**config.mk**
```make
export PLATFORM = sky130hd
export DESIGN_NAME = pinned_page_frame_replacement_flat
export DESIGN_NICKNAME = d
export VERILOG_FILES = /design/src/rtl/ppfr_pkg.sv /design/src/rtl/ppfr_if.sv /design/src/rtl/ppfr_cell.sv /design/src/rtl/ppfr_ctrl.sv /design/src/rtl/pinned_page_frame_replacement.sv /design/src/flat_wrapper.sv
export SDC_FILE = /design/constraint.sdc
export NUM_CORES = 2
export LEC_CHECK = 0
export ABC_AREA = 1
export BUFFER_PORTS_ARGS = -buffer_cell sky130_fd_sc_hd__buf_2
export CAP_MARGIN = 15
export CELL_PAD_IN_SITES_DETAIL_PLACEMENT = 1
export CELL_PAD_IN_SITES_GLOBAL_PLACEMENT = 2
export CORE_MARGIN = 2
export CORE_UTILIZATION = 40
export CTS_CLUSTER_DIAMETER = 30
export DETAILED_ROUTE_END_ITERATION = 12
export PLACE_DENSITY_LB_ADDON = 0.25
export SLEW_MARGIN = 20
export SYNTH_ARGS = -nofsm -noshare
export SYNTH_HDL_FRONTEND = slang
export SYNTH_HIERARCHICAL = 1
export SYNTH_SLANG_ARGS = --single-unit
```
**constraint.sdc**
```tcl
create_clock -name clk -period 26.4 [get_ports clk]
set_clock_uncertainty 0.05 [all_clocks]
set_input_delay 3.96 -clock clk [delete_from_list [all_inputs] [get_ports clk]]
set_output_delay 3.96 -clock clk [all_outputs]
set_load 0.01 [all_outputs]
```
**src/rtl/ppfr_pkg.sv**
```systemverilog
// ----------------------------------------------------------------------------
// ppfr_pkg
// Types and constants of the pinned page frame manager.
// ----------------------------------------------------------------------------
package ppfr_pkg;

	localparam int IDX_W  = 6;
	localparam int PAGE_W = 16;
	localparam int PIN_W  = 8;
	localparam int CNT_W  = 32;
	localparam int OP_W   = 3;
	localparam int QIDX_W = 4;
	localparam int ADDR_W = 3;
	localparam int DATA_W = 32;
	localparam int FIU_W  = 5;

	typedef logic [IDX_W-1:0] fidx_t;
	typedef logic [IDX_W:0]   fcnt_t;

	typedef enum logic [OP_W-1:0] {
		OP_PIN       = 3'd0,
		OP_UNPIN     = 3'd1,
		OP_DIRTY     = 3'd2,
		OP_FLUSH     = 3'd3,
		OP_FLUSH_ALL = 3'd4,
		OP_QUERY     = 3'd5
	} op_t;

	typedef enum logic [1:0] {
		PR_NONE,
		PR_PAGE,
		PR_RANK,
		PR_INDEX
	} probe_mode_t;

	typedef struct packed {
		probe_mode_t        mode;
		logic [PAGE_W-1:0]  page;
		fidx_t              key;
	} probe_t;

	typedef struct packed {
		logic               head_en;
		fidx_t              head_rank;
		fidx_t              tgt;
		logic               fill_en;
		logic [PAGE_W-1:0]  fill_page;
		logic               pin_inc;
		logic               pin_dec;
		logic               set_dirty;
		logic               clr_dirty;
	} cmd_t;

	typedef struct packed {
		logic               found;
		fidx_t              fidx;
		fidx_t              rank;
		logic [PIN_W-1:0]   pin;
		logic               dirty;
		logic               valid;
		logic [PAGE_W-1:0]  page;
		logic               later;
	} chain_t;

	typedef enum logic [2:0] {
		S_IDLE,
		S_FIND,
		S_FILL_SEL,
		S_EVICT,
		S_FLUSH,
		S_REPORT
	} state_t;

	typedef enum logic [0:0] {
		REG_POLICY = 1'b0,
		REG_FRAMES = 1'b1
	} reg_idx_t;

	localparam logic POLICY_FIFO = 1'b0;
	localparam logic POLICY_LRU  = 1'b1;

endpackage

```
**src/rtl/ppfr_if.sv**
```systemverilog
// ----------------------------------------------------------------------------
// ppfr_if
// Request and response channels of the frame manager.
// ----------------------------------------------------------------------------
interface ppfr_req_if;
	logic                        valid;
	logic                        ready;
	logic [ppfr_pkg::OP_W-1:0]   opcode;
	logic [ppfr_pkg::PAGE_W-1:0] page_id;
	logic [ppfr_pkg::QIDX_W-1:0] frame_index;

	modport source (output valid, output opcode, output page_id, output frame_index,
		input ready);
	modport sink (input valid, input opcode, input page_id, input frame_index,
		output ready);
endinterface

interface ppfr_rsp_if;
	logic                        valid;
	logic                        ready;
	logic                        status;
	logic                        hit;
	logic [3:0]                  frame;
	logic                        read_fill;
	logic                        writeback;
	logic [ppfr_pkg::PAGE_W-1:0] writeback_page;
	logic [ppfr_pkg::PIN_W-1:0]  pin_count;
	logic                        dirty_flag;
	logic signed [16:0]          frame_page;
	logic                        last_result;
	logic [ppfr_pkg::CNT_W-1:0]  read_total;
	logic [ppfr_pkg::CNT_W-1:0]  write_total;

	modport source (output valid, output status, output hit, output frame,
		output read_fill, output writeback, output writeback_page, output pin_count,
		output dirty_flag, output frame_page, output last_result, output read_total,
		output write_total, input ready);
	modport sink (input valid, input status, input hit, input frame,
		input read_fill, input writeback, input writeback_page, input pin_count,
		input dirty_flag, input frame_page, input last_result, input read_total,
		input write_total, output ready);
endinterface

```
**src/rtl/ppfr_cell.sv**
```systemverilog
// ----------------------------------------------------------------------------
// ppfr_cell
// One page frame: page, pin count, dirty mark, recency rank, lookup chain link.
// ----------------------------------------------------------------------------
module ppfr_cell #(
	parameter int IDX = 0
) (
	input  logic             clk,
	input  logic             arst_n,
	input  logic             init,
	input  ppfr_pkg::fcnt_t  fiu,
	input  ppfr_pkg::cmd_t   cmd,
	input  ppfr_pkg::probe_t probe,
	input  ppfr_pkg::chain_t chain_i,
	output ppfr_pkg::chain_t chain_o
);
	localparam ppfr_pkg::fidx_t MY = ppfr_pkg::fidx_t'(IDX);

	logic [ppfr_pkg::PAGE_W-1:0] page_q;
	logic                        valid_q;
	logic [ppfr_pkg::PIN_W-1:0]  pin_q;
	logic                        dirty_q;
	ppfr_pkg::fidx_t             rank_q;
	logic                        active;
	logic                        sel;
	logic                        me;

	assign active = {1'b0, MY} < fiu;
	assign me     = cmd.tgt == MY;

	always_comb begin
		case (probe.mode)
			ppfr_pkg::PR_PAGE:  sel = active && valid_q && (page_q == probe.page);
			ppfr_pkg::PR_RANK:  sel = active && (rank_q == probe.key);
			ppfr_pkg::PR_INDEX: sel = active && (MY == probe.key);
			default:            sel = 1'b0;
		endcase
	end

	always_comb begin
		chain_o = chain_i;
		if (!chain_i.found && sel) begin
			chain_o.found = 1'b1;
			chain_o.fidx  = MY;
			chain_o.rank  = rank_q;
			chain_o.pin   = pin_q;
			chain_o.dirty = dirty_q;
			chain_o.valid = valid_q;
			chain_o.page  = page_q;
		end
		chain_o.later = chain_i.later | (active && valid_q && dirty_q && (rank_q > probe.key));
	end

	always_ff @(posedge clk or negedge arst_n) begin
		if (!arst_n) begin
			valid_q <= 1'b0;
			pin_q   <= '0;
			dirty_q <= 1'b0;
			rank_q  <= MY;
		end else if (init) begin
			valid_q <= 1'b0;
			pin_q   <= '0;
			dirty_q <= 1'b0;
			rank_q  <= MY;
		end else begin
			if (cmd.head_en && active) begin
				if (me) begin
					rank_q <= '0;
				end else if (rank_q < cmd.head_rank) begin
					rank_q <= rank_q + 1'b1;
				end
			end
			if (me) begin
				if (cmd.fill_en) begin
					valid_q <= 1'b1;
					dirty_q <= 1'b0;
					pin_q   <= ppfr_pkg::PIN_W'(1);
				end
				if (cmd.pin_inc && pin_q != '1) pin_q <= pin_q + 1'b1;
				if (cmd.pin_dec && pin_q != '0) pin_q <= pin_q - 1'b1;
				if (cmd.set_dirty) dirty_q <= 1'b1;
				if (cmd.clr_dirty) dirty_q <= 1'b0;
			end
		end
	end

	always_ff @(posedge clk) begin
		if (me && cmd.fill_en) page_q <= cmd.fill_page;
	end

endmodule

```
**src/rtl/ppfr_ctrl.sv**
```systemverilog
// ----------------------------------------------------------------------------
// ppfr_ctrl
// Operation sequencer: drives probes and commands along the cell row, keeps
// counters and the response register.
// ----------------------------------------------------------------------------
module ppfr_ctrl (
	input  logic             clk,
	input  logic             arst_n,
	input  logic             init,
	input  logic             policy,
	input  ppfr_pkg::fcnt_t  fiu,
	input  ppfr_pkg::chain_t ch,
	output ppfr_pkg::probe_t probe,
	output ppfr_pkg::cmd_t   cmd,
	ppfr_req_if.sink         req,
	ppfr_rsp_if.source       rsp
);
	ppfr_pkg::state_t             state_q, state_d;
	ppfr_pkg::op_t                op_q;
	logic [ppfr_pkg::PAGE_W-1:0]  page_q;
	ppfr_pkg::fidx_t              f_q;
	ppfr_pkg::fidx_t              r_q;
	ppfr_pkg::fcnt_t              filled_q;
	logic [ppfr_pkg::CNT_W-1:0]   reads_q, writes_q;
	logic                         hit_q, wb_q, fill_q, st_q, empty_q, last_q;
	logic [ppfr_pkg::PAGE_W-1:0]  wbpage_q;
	logic                         out_valid_q;

	logic filled_lt, rlast, out_free, evict_ok, flush_hit, accept, rep_empty;

	assign filled_lt = filled_q < fiu;
	assign rlast     = {1'b0, r_q} == (fiu - 1'b1);
	assign out_free  = !out_valid_q || rsp.ready;
	assign evict_ok  = ch.found && (ch.pin == '0);
	assign flush_hit = ch.found && ch.valid && ch.dirty;
	assign accept    = req.valid && req.ready;
	assign rep_empty = empty_q || !ch.found;
	assign rsp.valid = out_valid_q;

	always_comb begin
		state_d = state_q;
		case (state_q)
			ppfr_pkg::S_IDLE: begin
				if (accept && req.opcode <= ppfr_pkg::OP_QUERY) state_d = ppfr_pkg::S_FIND;
			end
			ppfr_pkg::S_FIND: begin
				case (op_q)
					ppfr_pkg::OP_PIN: begin
						if (ch.found) state_d = ppfr_pkg::S_REPORT;
						else if (filled_lt) state_d = ppfr_pkg::S_FILL_SEL;
						else state_d = ppfr_pkg::S_EVICT;
					end
					ppfr_pkg::OP_FLUSH_ALL: state_d = ppfr_pkg::S_FLUSH;
					default: state_d = ppfr_pkg::S_REPORT;
				endcase
			end
			ppfr_pkg::S_FILL_SEL: state_d = ppfr_pkg::S_REPORT;
			ppfr_pkg::S_EVICT: begin
				if (evict_ok || r_q == '0) state_d = ppfr_pkg::S_REPORT;
			end
			ppfr_pkg::S_FLUSH: begin
				if (flush_hit) state_d = ppfr_pkg::S_REPORT;
				else if (rlast) state_d = ppfr_pkg::S_IDLE;
			end
			ppfr_pkg::S_REPORT: begin
				if (out_free) begin
					if (op_q == ppfr_pkg::OP_FLUSH_ALL && !last_q) state_d = ppfr_pkg::S_FLUSH;
					else state_d = ppfr_pkg::S_IDLE;
				end
			end
			default: state_d = ppfr_pkg::S_IDLE;
		endcase
	end

	always_comb begin
		req.ready       = state_q == ppfr_pkg::S_IDLE;
		probe.mode      = ppfr_pkg::PR_NONE;
		probe.page      = page_q;
		probe.key       = r_q;
		cmd             = '0;
		cmd.tgt         = ch.fidx;
		cmd.head_rank   = ch.rank;
		cmd.fill_page   = page_q;
		case (state_q)
			ppfr_pkg::S_FIND: begin
				probe.mode = ppfr_pkg::PR_PAGE;
				if (ch.found) begin
					case (op_q)
						ppfr_pkg::OP_PIN: begin
							cmd.pin_inc = 1'b1;
							cmd.head_en = policy == ppfr_pkg::POLICY_LRU;
						end
						ppfr_pkg::OP_UNPIN: cmd.pin_dec   = 1'b1;
						ppfr_pkg::OP_DIRTY: cmd.set_dirty = 1'b1;
						ppfr_pkg::OP_FLUSH: cmd.clr_dirty = ch.dirty;
						default: ;
					endcase
				end
			end
			ppfr_pkg::S_FILL_SEL: begin
				probe.mode  = ppfr_pkg::PR_RANK;
				probe.key   = filled_q[ppfr_pkg::IDX_W-1:0];
				cmd.fill_en = 1'b1;
				cmd.head_en = 1'b1;
			end
			ppfr_pkg::S_EVICT: begin
				probe.mode  = ppfr_pkg::PR_RANK;
				cmd.fill_en = evict_ok;
				cmd.head_en = evict_ok;
			end
			ppfr_pkg::S_FLUSH: begin
				probe.mode    = ppfr_pkg::PR_RANK;
				cmd.clr_dirty = flush_hit;
			end
			ppfr_pkg::S_REPORT: begin
				probe.mode = ppfr_pkg::PR_INDEX;
				probe.key  = f_q;
			end
			default: ;
		endcase
	end

	always_ff @(posedge clk or negedge arst_n) begin
		if (!arst_n) begin
			state_q     <= ppfr_pkg::S_IDLE;
			out_valid_q <= 1'b0;
			filled_q    <= '0;
			reads_q     <= '0;
			writes_q    <= '0;
		end else begin
			state_q <= state_d;
			if (state_q == ppfr_pkg::S_REPORT && out_free) out_valid_q <= 1'b1;
			else if (rsp.ready) out_valid_q <= 1'b0;
			if (init) begin
				filled_q <= '0;
				reads_q  <= '0;
				writes_q <= '0;
			end else begin
				case (state_q)
					ppfr_pkg::S_FIND: begin
						if (op_q == ppfr_pkg::OP_FLUSH && ch.found && ch.dirty)
							writes_q <= writes_q + 1'b1;
					end
					ppfr_pkg::S_FILL_SEL: begin
						filled_q <= filled_q + 1'b1;
						reads_q  <= reads_q + 1'b1;
						if (ch.valid && ch.dirty) writes_q <= writes_q + 1'b1;
					end
					ppfr_pkg::S_EVICT: begin
						if (evict_ok) begin
							reads_q <= reads_q + 1'b1;
							if (ch.valid && ch.dirty) writes_q <= writes_q + 1'b1;
						end
					end
					ppfr_pkg::S_FLUSH: begin
						if (flush_hit) writes_q <= writes_q + 1'b1;
					end
					default: ;
				endcase
			end
		end
	end

	always_ff @(posedge clk) begin
		case (state_q)
			ppfr_pkg::S_IDLE: begin
				if (accept) begin
					op_q    <= ppfr_pkg::op_t'(req.opcode);
					page_q  <= req.page_id;
					f_q     <= ppfr_pkg::fidx_t'(req.frame_index);
					hit_q   <= 1'b0;
					wb_q    <= 1'b0;
					fill_q  <= 1'b0;
					st_q    <= 1'b0;
					empty_q <= 1'b0;
					last_q  <= 1'b1;
					wbpage_q <= '0;
				end
			end
			ppfr_pkg::S_FIND: begin
				if (op_q != ppfr_pkg::OP_QUERY) begin
					f_q     <= ch.fidx;
					empty_q <= !ch.found;
				end
				if (op_q == ppfr_pkg::OP_PIN && ch.found) hit_q <= 1'b1;
				if (op_q == ppfr_pkg::OP_FLUSH && ch.found && ch.dirty) begin
					wb_q     <= 1'b1;
					wbpage_q <= ch.page;
				end
				if (op_q == ppfr_pkg::OP_FLUSH_ALL) r_q <= '0;
				else r_q <= ppfr_pkg::IDX_W'(fiu - 1'b1);
			end
			ppfr_pkg::S_FILL_SEL: begin
				f_q      <= ch.fidx;
				empty_q  <= 1'b0;
				fill_q   <= 1'b1;
				wb_q     <= ch.valid && ch.dirty;
				wbpage_q <= ch.page;
			end
			ppfr_pkg::S_EVICT: begin
				if (evict_ok) begin
					f_q      <= ch.fidx;
					empty_q  <= 1'b0;
					fill_q   <= 1'b1;
					wb_q     <= ch.valid && ch.dirty;
					wbpage_q <= ch.page;
				end else if (r_q == '0) begin
					st_q    <= 1'b1;
					empty_q <= 1'b1;
					f_q     <= '0;
				end else begin
					r_q <= r_q - 1'b1;
				end
			end
			ppfr_pkg::S_FLUSH: begin
				if (flush_hit) begin
					f_q      <= ch.fidx;
					empty_q  <= 1'b0;
					wb_q     <= 1'b1;
					wbpage_q <= ch.page;
					last_q   <= !ch.later;
				end else begin
					r_q <= r_q + 1'b1;
				end
			end
			ppfr_pkg::S_REPORT: begin
				if (out_free) begin
					r_q                <= r_q + 1'b1;
					rsp.status         <= st_q;
					rsp.hit            <= hit_q;
					rsp.frame          <= f_q[3:0];
					rsp.read_fill      <= fill_q;
					rsp.writeback      <= wb_q;
					rsp.writeback_page <= wb_q ? wbpage_q : '0;
					rsp.pin_count      <= rep_empty ? '0 : ch.pin;
					rsp.dirty_flag     <= rep_empty ? 1'b0 : ch.dirty;
					rsp.frame_page     <= (rep_empty || !ch.valid) ? '1 :
						signed'({1'b0, ch.page});
					rsp.last_result    <= last_q;
					rsp.read_total     <= reads_q;
					rsp.write_total    <= writes_q;
				end
			end
			default: ;
		endcase
	end

endmodule

```
**src/rtl/pinned_page_frame_replacement.sv**
```systemverilog
// Pin hit, unpin, mark dirty, flush page and query pass through the find and report
// states; a pin miss into an empty frame adds the fill-select state; an eviction
// scans ranks tail to head, one rank per cycle. Flush all walks one rank per cycle
// while no dirty frame is found and stops to report each written-back frame. One item at a
// time; the next beat is taken the cycle after the last result is loaded.
// Reset (arst_n) and a frames_in_use write empty all frames, restore rank order, clear counters.
// ----------------------------------------------------------------------------
// pinned_page_frame_replacement
// Buffer pool frame manager with pinning and LRU or FIFO replacement.
// ----------------------------------------------------------------------------
module pinned_page_frame_replacement #(
	parameter int FRAMES = 16
) (
	input  logic                          clk,
	input  logic                          arst_n,
	input  logic                          psel,
	input  logic                          penable,
	input  logic                          pwrite,
	input  logic [ppfr_pkg::ADDR_W-1:0]   paddr,
	input  logic [ppfr_pkg::DATA_W-1:0]   pwdata,
	output logic [ppfr_pkg::DATA_W-1:0]   prdata,
	output logic                          pready,
	ppfr_req_if.sink                      req,
	ppfr_rsp_if.source                    rsp
);
	localparam int FIU_RESET = FRAMES < 16 ? FRAMES : 16;

	logic             policy_q;
	ppfr_pkg::fcnt_t  fiu_q;
	logic             wr, init;
	logic [ppfr_pkg::FIU_W-1:0] wv;
	ppfr_pkg::fcnt_t  wsat;
	ppfr_pkg::probe_t probe;
	ppfr_pkg::cmd_t   cmd;
	ppfr_pkg::chain_t chain [FRAMES+1];

	assign pready = 1'b1;
	assign wr     = psel && penable && pwrite;
	assign init   = wr && ppfr_pkg::reg_idx_t'(paddr[2]) == ppfr_pkg::REG_FRAMES;
	assign wv     = pwdata[ppfr_pkg::FIU_W-1:0];

	always_comb begin
		if (wv == '0) wsat = ppfr_pkg::fcnt_t'(1);
		else if ({2'b0, wv} > ppfr_pkg::fcnt_t'(FRAMES)) wsat = ppfr_pkg::fcnt_t'(FRAMES);
		else wsat = ppfr_pkg::fcnt_t'(wv);
	end

	always_comb begin
		case (ppfr_pkg::reg_idx_t'(paddr[2]))
			ppfr_pkg::REG_POLICY: prdata = {{(ppfr_pkg::DATA_W-1){1'b0}}, policy_q};
			ppfr_pkg::REG_FRAMES: prdata = ppfr_pkg::DATA_W'(fiu_q);
			default:              prdata = '0;
		endcase
	end

	always_ff @(posedge clk or negedge arst_n) begin
		if (!arst_n) begin
			policy_q <= ppfr_pkg::POLICY_LRU;
			fiu_q    <= ppfr_pkg::fcnt_t'(FIU_RESET);
		end else if (wr) begin
			if (ppfr_pkg::reg_idx_t'(paddr[2]) == ppfr_pkg::REG_POLICY) policy_q <= pwdata[0];
			else fiu_q <= wsat;
		end
	end

	assign chain[0] = '0;

	for (genvar i = 0; i < FRAMES; i++) begin : g_cell
		ppfr_cell #(.IDX(i)) u_cell (
			.clk     (clk),
			.arst_n  (arst_n),
			.init    (init),
			.fiu     (fiu_q),
			.cmd     (cmd),
			.probe   (probe),
			.chain_i (chain[i]),
			.chain_o (chain[i+1])
		);
	end

	ppfr_ctrl u_ctrl (
		.clk    (clk),
		.arst_n (arst_n),
		.init   (init),
		.policy (policy_q),
		.fiu    (fiu_q),
		.ch     (chain[FRAMES]),
		.probe  (probe),
		.cmd    (cmd),
		.req    (req),
		.rsp    (rsp)
	);

endmodule

```
**src/flat_wrapper.sv**
```systemverilog
// flat-port wrapper written by rule: the top's interface ports become plain ports
module pinned_page_frame_replacement_flat 
#(
	parameter int FRAMES = 16
)
  (clk, arst_n, psel, penable, pwrite, paddr, pwdata, prdata, pready, req_valid, req_opcode, req_page_id, req_frame_index, req_ready, rsp_valid, rsp_status, rsp_hit, rsp_frame, rsp_read_fill, rsp_writeback, rsp_writeback_page, rsp_pin_count, rsp_dirty_flag, rsp_frame_page, rsp_last_result, rsp_read_total, rsp_write_total, rsp_ready);
  ppfr_req_if req_i ();
  ppfr_rsp_if rsp_i ();
  input  logic clk;
  input  logic arst_n;
  input  logic psel;
  input  logic penable;
  input  logic pwrite;
  input  logic [ppfr_pkg::ADDR_W-1:0] paddr;
  input  logic [ppfr_pkg::DATA_W-1:0] pwdata;
  output logic [ppfr_pkg::DATA_W-1:0] prdata;
  output logic pready;
  input wire logic [$bits(req_i.valid)-1:0] req_valid;
  input wire logic [$bits(req_i.opcode)-1:0] req_opcode;
  input wire logic [$bits(req_i.page_id)-1:0] req_page_id;
  input wire logic [$bits(req_i.frame_index)-1:0] req_frame_index;
  output wire logic [$bits(req_i.ready)-1:0] req_ready;
  output wire logic [$bits(rsp_i.valid)-1:0] rsp_valid;
  output wire logic [$bits(rsp_i.status)-1:0] rsp_status;
  output wire logic [$bits(rsp_i.hit)-1:0] rsp_hit;
  output wire logic [$bits(rsp_i.frame)-1:0] rsp_frame;
  output wire logic [$bits(rsp_i.read_fill)-1:0] rsp_read_fill;
  output wire logic [$bits(rsp_i.writeback)-1:0] rsp_writeback;
  output wire logic [$bits(rsp_i.writeback_page)-1:0] rsp_writeback_page;
  output wire logic [$bits(rsp_i.pin_count)-1:0] rsp_pin_count;
  output wire logic [$bits(rsp_i.dirty_flag)-1:0] rsp_dirty_flag;
  output wire logic [$bits(rsp_i.frame_page)-1:0] rsp_frame_page;
  output wire logic [$bits(rsp_i.last_result)-1:0] rsp_last_result;
  output wire logic [$bits(rsp_i.read_total)-1:0] rsp_read_total;
  output wire logic [$bits(rsp_i.write_total)-1:0] rsp_write_total;
  input wire logic [$bits(rsp_i.ready)-1:0] rsp_ready;
  assign req_i.valid = req_valid;
  assign req_i.opcode = req_opcode;
  assign req_i.page_id = req_page_id;
  assign req_i.frame_index = req_frame_index;
  assign req_ready = req_i.ready;
  assign rsp_valid = rsp_i.valid;
  assign rsp_status = rsp_i.status;
  assign rsp_hit = rsp_i.hit;
  assign rsp_frame = rsp_i.frame;
  assign rsp_read_fill = rsp_i.read_fill;
  assign rsp_writeback = rsp_i.writeback;
  assign rsp_writeback_page = rsp_i.writeback_page;
  assign rsp_pin_count = rsp_i.pin_count;
  assign rsp_dirty_flag = rsp_i.dirty_flag;
  assign rsp_frame_page = rsp_i.frame_page;
  assign rsp_last_result = rsp_i.last_result;
  assign rsp_read_total = rsp_i.read_total;
  assign rsp_write_total = rsp_i.write_total;
  assign rsp_i.ready = rsp_ready;
  pinned_page_frame_replacement #(.FRAMES(FRAMES)) u_core (.clk(clk), .arst_n(arst_n), .psel(psel), .penable(penable), .pwrite(pwrite), .paddr(paddr), .pwdata(pwdata), .prdata(prdata), .pready(pready), .req(req_i), .rsp(rsp_i));
endmodule
```
==> results.md <==
* Run status: finished with violations
* Failing checks: slew limit
* PwrDens at 104 nW/um2
* Drt first pass iters at 6
* Async set-reset flop share out of synthesis at 44.3%
* Leakage Power at 34.7 nW
* Post-route insts no fill at 10800
* Area of all placed cells without fillers at 69000 um2
* Top cells by area in the synthesized netlist: sky130_fd_sc_hd__edfxtp_1, sky130_fd_sc_hd__nand2_1, sky130_fd_sc_hd__dfrtp_1, sky130_fd_sc_hd__nand3_1, sky130_fd_sc_hd__inv_1
* Crit path max-delay cell type: sky130_fd_sc_hd__inv_2
* Pins over their slew limit at 36
* Launching element type of the critical path: flop
* Worst hold path depth at 0
* Worst relative slew slack at -280%
* Clock buffers created by TritonCTS at 231
* # IOs at 215
* Post-Synth Adder-Cell Area at 5.45%
* Area share of the leading cell type in the synthesized netlist at 21.7%
* Main combinational cell family by area after synthesis: simple AND/OR/NAND/NOR gates
* Biggest fanout along the worst timing path at 39
* Worst path bufs/invs at 32
* Worst-Skew Late Latency at 0.88 ns
* Die width at 387 um
* Via-to-Cell Ratio at 5.33
* Tightest hold margin at 0.369 ns
* Number of buffers added on ports at 157
* Flip-flop and latch area at 21200 um2
* Detailed Route Iter0 Violations at 3728
* Count of nets after finishing at 8988
* Vert. Die Dim at 387 um
* # placed instances at 10400
* Critical path class: reg -> reg
* Max stage delay on crit path at 0.76 ns
* Core region area at 146000 um2
* Count of final hold-check violations at 0
* Synth Area in XOR/XNOR at 2.91%
* Synthesized-area fraction occupied by ao, oa, aoi and oai cells at 7.70%
* Count of antenna diodes in the layout at 0
* Unrepaired setup endpoints after global routing: no
* Clock-pin slew on the worst setup and hold paths at 0.05 ns
* Number of global-route vias before repair at 59600
* Fraction of final layout cells sized beyond drive strength 1 at 11.6%
* Highest achievable clock rate at 61.7 MHz
* Min-delay worst type: reg -> reg
* Row cnt at 140
* Number of H-tree levels at 4
* Total global routing overflow at 0
* Critical path's top delay family: buffers and inverters
* Routability congestion estimate from global placement at 0.873
* Seq/Total Area, Yosys at 36.1%
* Synth warnings at 6
* Area after DPL at 60700 um2
* GRT Resource Usage Total at 29.2%
* Sum of net half-perimeters after detailed placement at 152000 um
* First-pass GRT wire length at 346000 um
* Area of combinational cells with multiple inputs at 31400 um2
* Number of antenna violations at the first check in global routing at 2
* Leading register cell type out of synthesis: sky130_fd_sc_hd__edfxtp_1
* Area growth from synthesis to layout at 17.5%
* Instance count on the critical path at 66
* Maximum number of pins on one net before global-route repair at 120
* Buffer type at the clock tree root: sky130_fd_sc_hd__clkbuf_16
* Final setup viols at 0
* Min Tclk post-route at 16.20 ns
* Biggest area consumer among synthesized cells: sky130_fd_sc_hd__edfxtp_1
* Number of clock sinks at 761
* Synth unique cells at 66
* Area of the die at 150000 um2
* Clock tree from TritonCTS: yes
* Transition time at the pin with the least slew margin at 5.65 ns
* Depth of the worst register-to-register path at 66
* Number of design rule violations left after detail routing at 0
* Starting density of the core at 40.3%
* Tot Pwr at 7.14 mW
* Count of maximum capacitance violations at 0
* IR Drop Worst-Case VDD at 0.0771 mV
* Number of antenna-violating nets in the routed design at 0
* Synth Instances at 8411
* Post-synth EDFFs at 424
* Setup TNS after final layout at 0 ns
* Hold-fix buffers at CTS at 0
* Mux contribution to synthesized area at 0%
* Endpoint kind of the worst setup timing path: flop
* Number of gates resized after cts at 0
* Post-Route WL at 221000 um
* Vias after detailed routing at 57500
* Average size of a mapped cell at 6.98 um2
* Signal arrival time at the worst endpoint at 16.60 ns
* Count of filler cells inserted in the layout at 18500
* Required @ worst endpoint at 26.80 ns
* Total setup buffers inserted after CTS at 0
* Flops & latches, synth at 761
* Simple-gate share of the synthesized area at 36.5%
* Number of buffers on the longest clock path at 3
* Post-synthesis instance area at 58700 um2
* Fin crit share at 61.4%
* Routed wire per std cell at 20.5 um
worst reg2reg max path: cells and delay by family, from the launching register on:
kind / cells / cell delay, ns
flops: 1 / 0.39
simple gates: 31 / 5.76
buf+inv: 32 / 8.83
fa+ha+maj: 1 / 0.24
compound gates: 2 / 0.51
flip-flops by register name, indices dropped and copies added, names as in the netlist, 7 cells and up:
| register | flops |
|---|---|
| u_core/u_ctrl/page_q | 16 |
| u_core/g_cell.u_cell/dirty_q | 16 |
| u_core/u_ctrl/rsp.pin_count | 8 |
| u_core/u_ctrl/reads_q | 32 |
| u_core/g_cell.u_cell/rank_q | 96 |
| u_core/u_ctrl/rsp.write_total | 32 |
| u_core/g_cell.u_cell/valid_q | 16 |
| u_core/u_ctrl/filled_q | 7 |
| u_core/g_cell.u_cell/pin_q | 128 |
| u_core/u_ctrl/writes_q | 32 |
| u_core/u_ctrl/rsp.frame_page | 17 |
| u_core/u_ctrl/wbpage_q | 16 |
| u_core/u_ctrl/rsp.read_total | 32 |
| u_core/u_ctrl/rsp.writeback_page | 16 |
| u_core/g_cell.u_cell/page_q | 256 |
synth_stat cells, types with 18 or more instances:
library cell,number
sky130_fd_sc_hd__nor3_1,90
sky130_fd_sc_hd__buf_4,100
sky130_fd_sc_hd__nand3_1,910
sky130_fd_sc_hd__dfstp_2,34
sky130_fd_sc_hd__o21ai_1,126
sky130_fd_sc_hd__o21ai_0,222
sky130_fd_sc_hd__inv_1,1064
sky130_fd_sc_hd__nand4_1,107
sky130_fd_sc_hd__nand2_1,2965
sky130_fd_sc_hd__nand2_4,28
sky130_fd_sc_hd__xor2_1,138
sky130_fd_sc_hd__ha_1,254
sky130_fd_sc_hd__edfxtp_1,424
sky130_fd_sc_hd__clkbuf_1,64
sky130_fd_sc_hd__o31ai_1,19
sky130_fd_sc_hd__dfrtp_1,303
sky130_fd_sc_hd__a21oi_1,177
sky130_fd_sc_hd__nor2_1,642
sky130_fd_sc_hd__inv_2,41
sky130_fd_sc_hd__buf_6,78
sky130_fd_sc_hd__a31oi_1,18
sky130_fd_sc_hd__buf_2,83
sky130_fd_sc_hd__o211ai_1,19
sky130_fd_sc_hd__xnor2_1,57
sky130_fd_sc_hd__nand2_2,55
sky130_fd_sc_hd__a21boi_0,68
sky130_fd_sc_hd__nor2_2,23
sky130_fd_sc_hd__nand3b_1,21
sky130_fd_sc_hd__nand3_2,53
sky130_fd_sc_hd__or2_2,39
sky130_fd_sc_hd__o21ai_2,33
logic make-up after synthesis:
logic type,Yosys count
other cells,2
xor+xnor,195
buf+inv,1454
simple gates,4986
flops,761
fa+ha+maj,255
compound gates,758
per-stage QoR:
stage / setup slack, ns / util (%)
after floorplan: 9.84 / -
after global placement: 10.67 / 41.7
after detailed placement: 10.59 / 41.7
after CTS: 10.41 / 47.3
after global routing: 9.28 / 47.3
final: 10.20 / 47.3
placed cells by master, fill, tap and decap left out, types with 156 or more instances in the layout:
| cell | n |
|---|---|
| sky130_fd_sc_hd__inv_1 | 1063 |
| sky130_fd_sc_hd__ha_1 | 254 |
| sky130_fd_sc_hd__nor2_1 | 639 |
| sky130_fd_sc_hd__a21oi_1 | 177 |
| sky130_fd_sc_hd__buf_2 | 156 |
| sky130_fd_sc_hd__clkbuf_16 | 234 |
| sky130_fd_sc_hd__nand3_1 | 910 |
| sky130_fd_sc_hd__dfrtp_1 | 303 |
| sky130_fd_sc_hd__nand2_1 | 2961 |
| sky130_fd_sc_hd__edfxtp_1 | 424 |
| sky130_fd_sc_hd__o21ai_0 | 216 |
report_power, final:
| group | leakage (nW) | internal, mW | switching (mW) |
|---|---|---|---|
| registers | 8.32 | 1.51 | 0.253 |
| logic | 22.4 | 0.752 | 1.76 |
| clock network | 3.99 | 1.95 | 0.911 |
worst paths after layout:
path                                           from                            endpoint  slack (ns)
max in group asynchronous                    arst_n   u_core/g_cell[12].u_cell/pin_q[1]       21.21
min in group asynchronous                    arst_n    u_core/g_cell[0].u_cell/pin_q[5]        3.06
max                        u_core/u_ctrl/state_q[0]  u_core/g_cell[7].u_cell/page_q[10]       10.20
min reg2reg                      u_core/u_ctrl/st_q            u_core/u_ctrl/rsp.status        0.37
min                              u_core/u_ctrl/st_q            u_core/u_ctrl/rsp.status        0.37
max reg2reg                u_core/u_ctrl/state_q[0]  u_core/g_cell[7].u_cell/page_q[10]       10.20
area by class of cell:
cell class	count	share of cell area, %
Timing Repair Buffer	262	2.35
Clock inverter	132	2.48
Clock buffer	309	9.39
Tap cell	1917	3.48
Sequential cell	761	30.7
Multi-Input combinational cell	6299	45.5
Inverter	1113	6.07
routing by layer:
metal  part of all wire [%]  vias up  wire length (um)  track usage, %
li1                       -    27400                 -               -
met1                     45    28400             99700            38.6
met2                     46     1367            103000            48.3
met3                    4.9      386             10800            4.20
met4                    3.6        0              8050            11.0
met5                      0        -                 0               0
(Power assumes the default switching activity.)
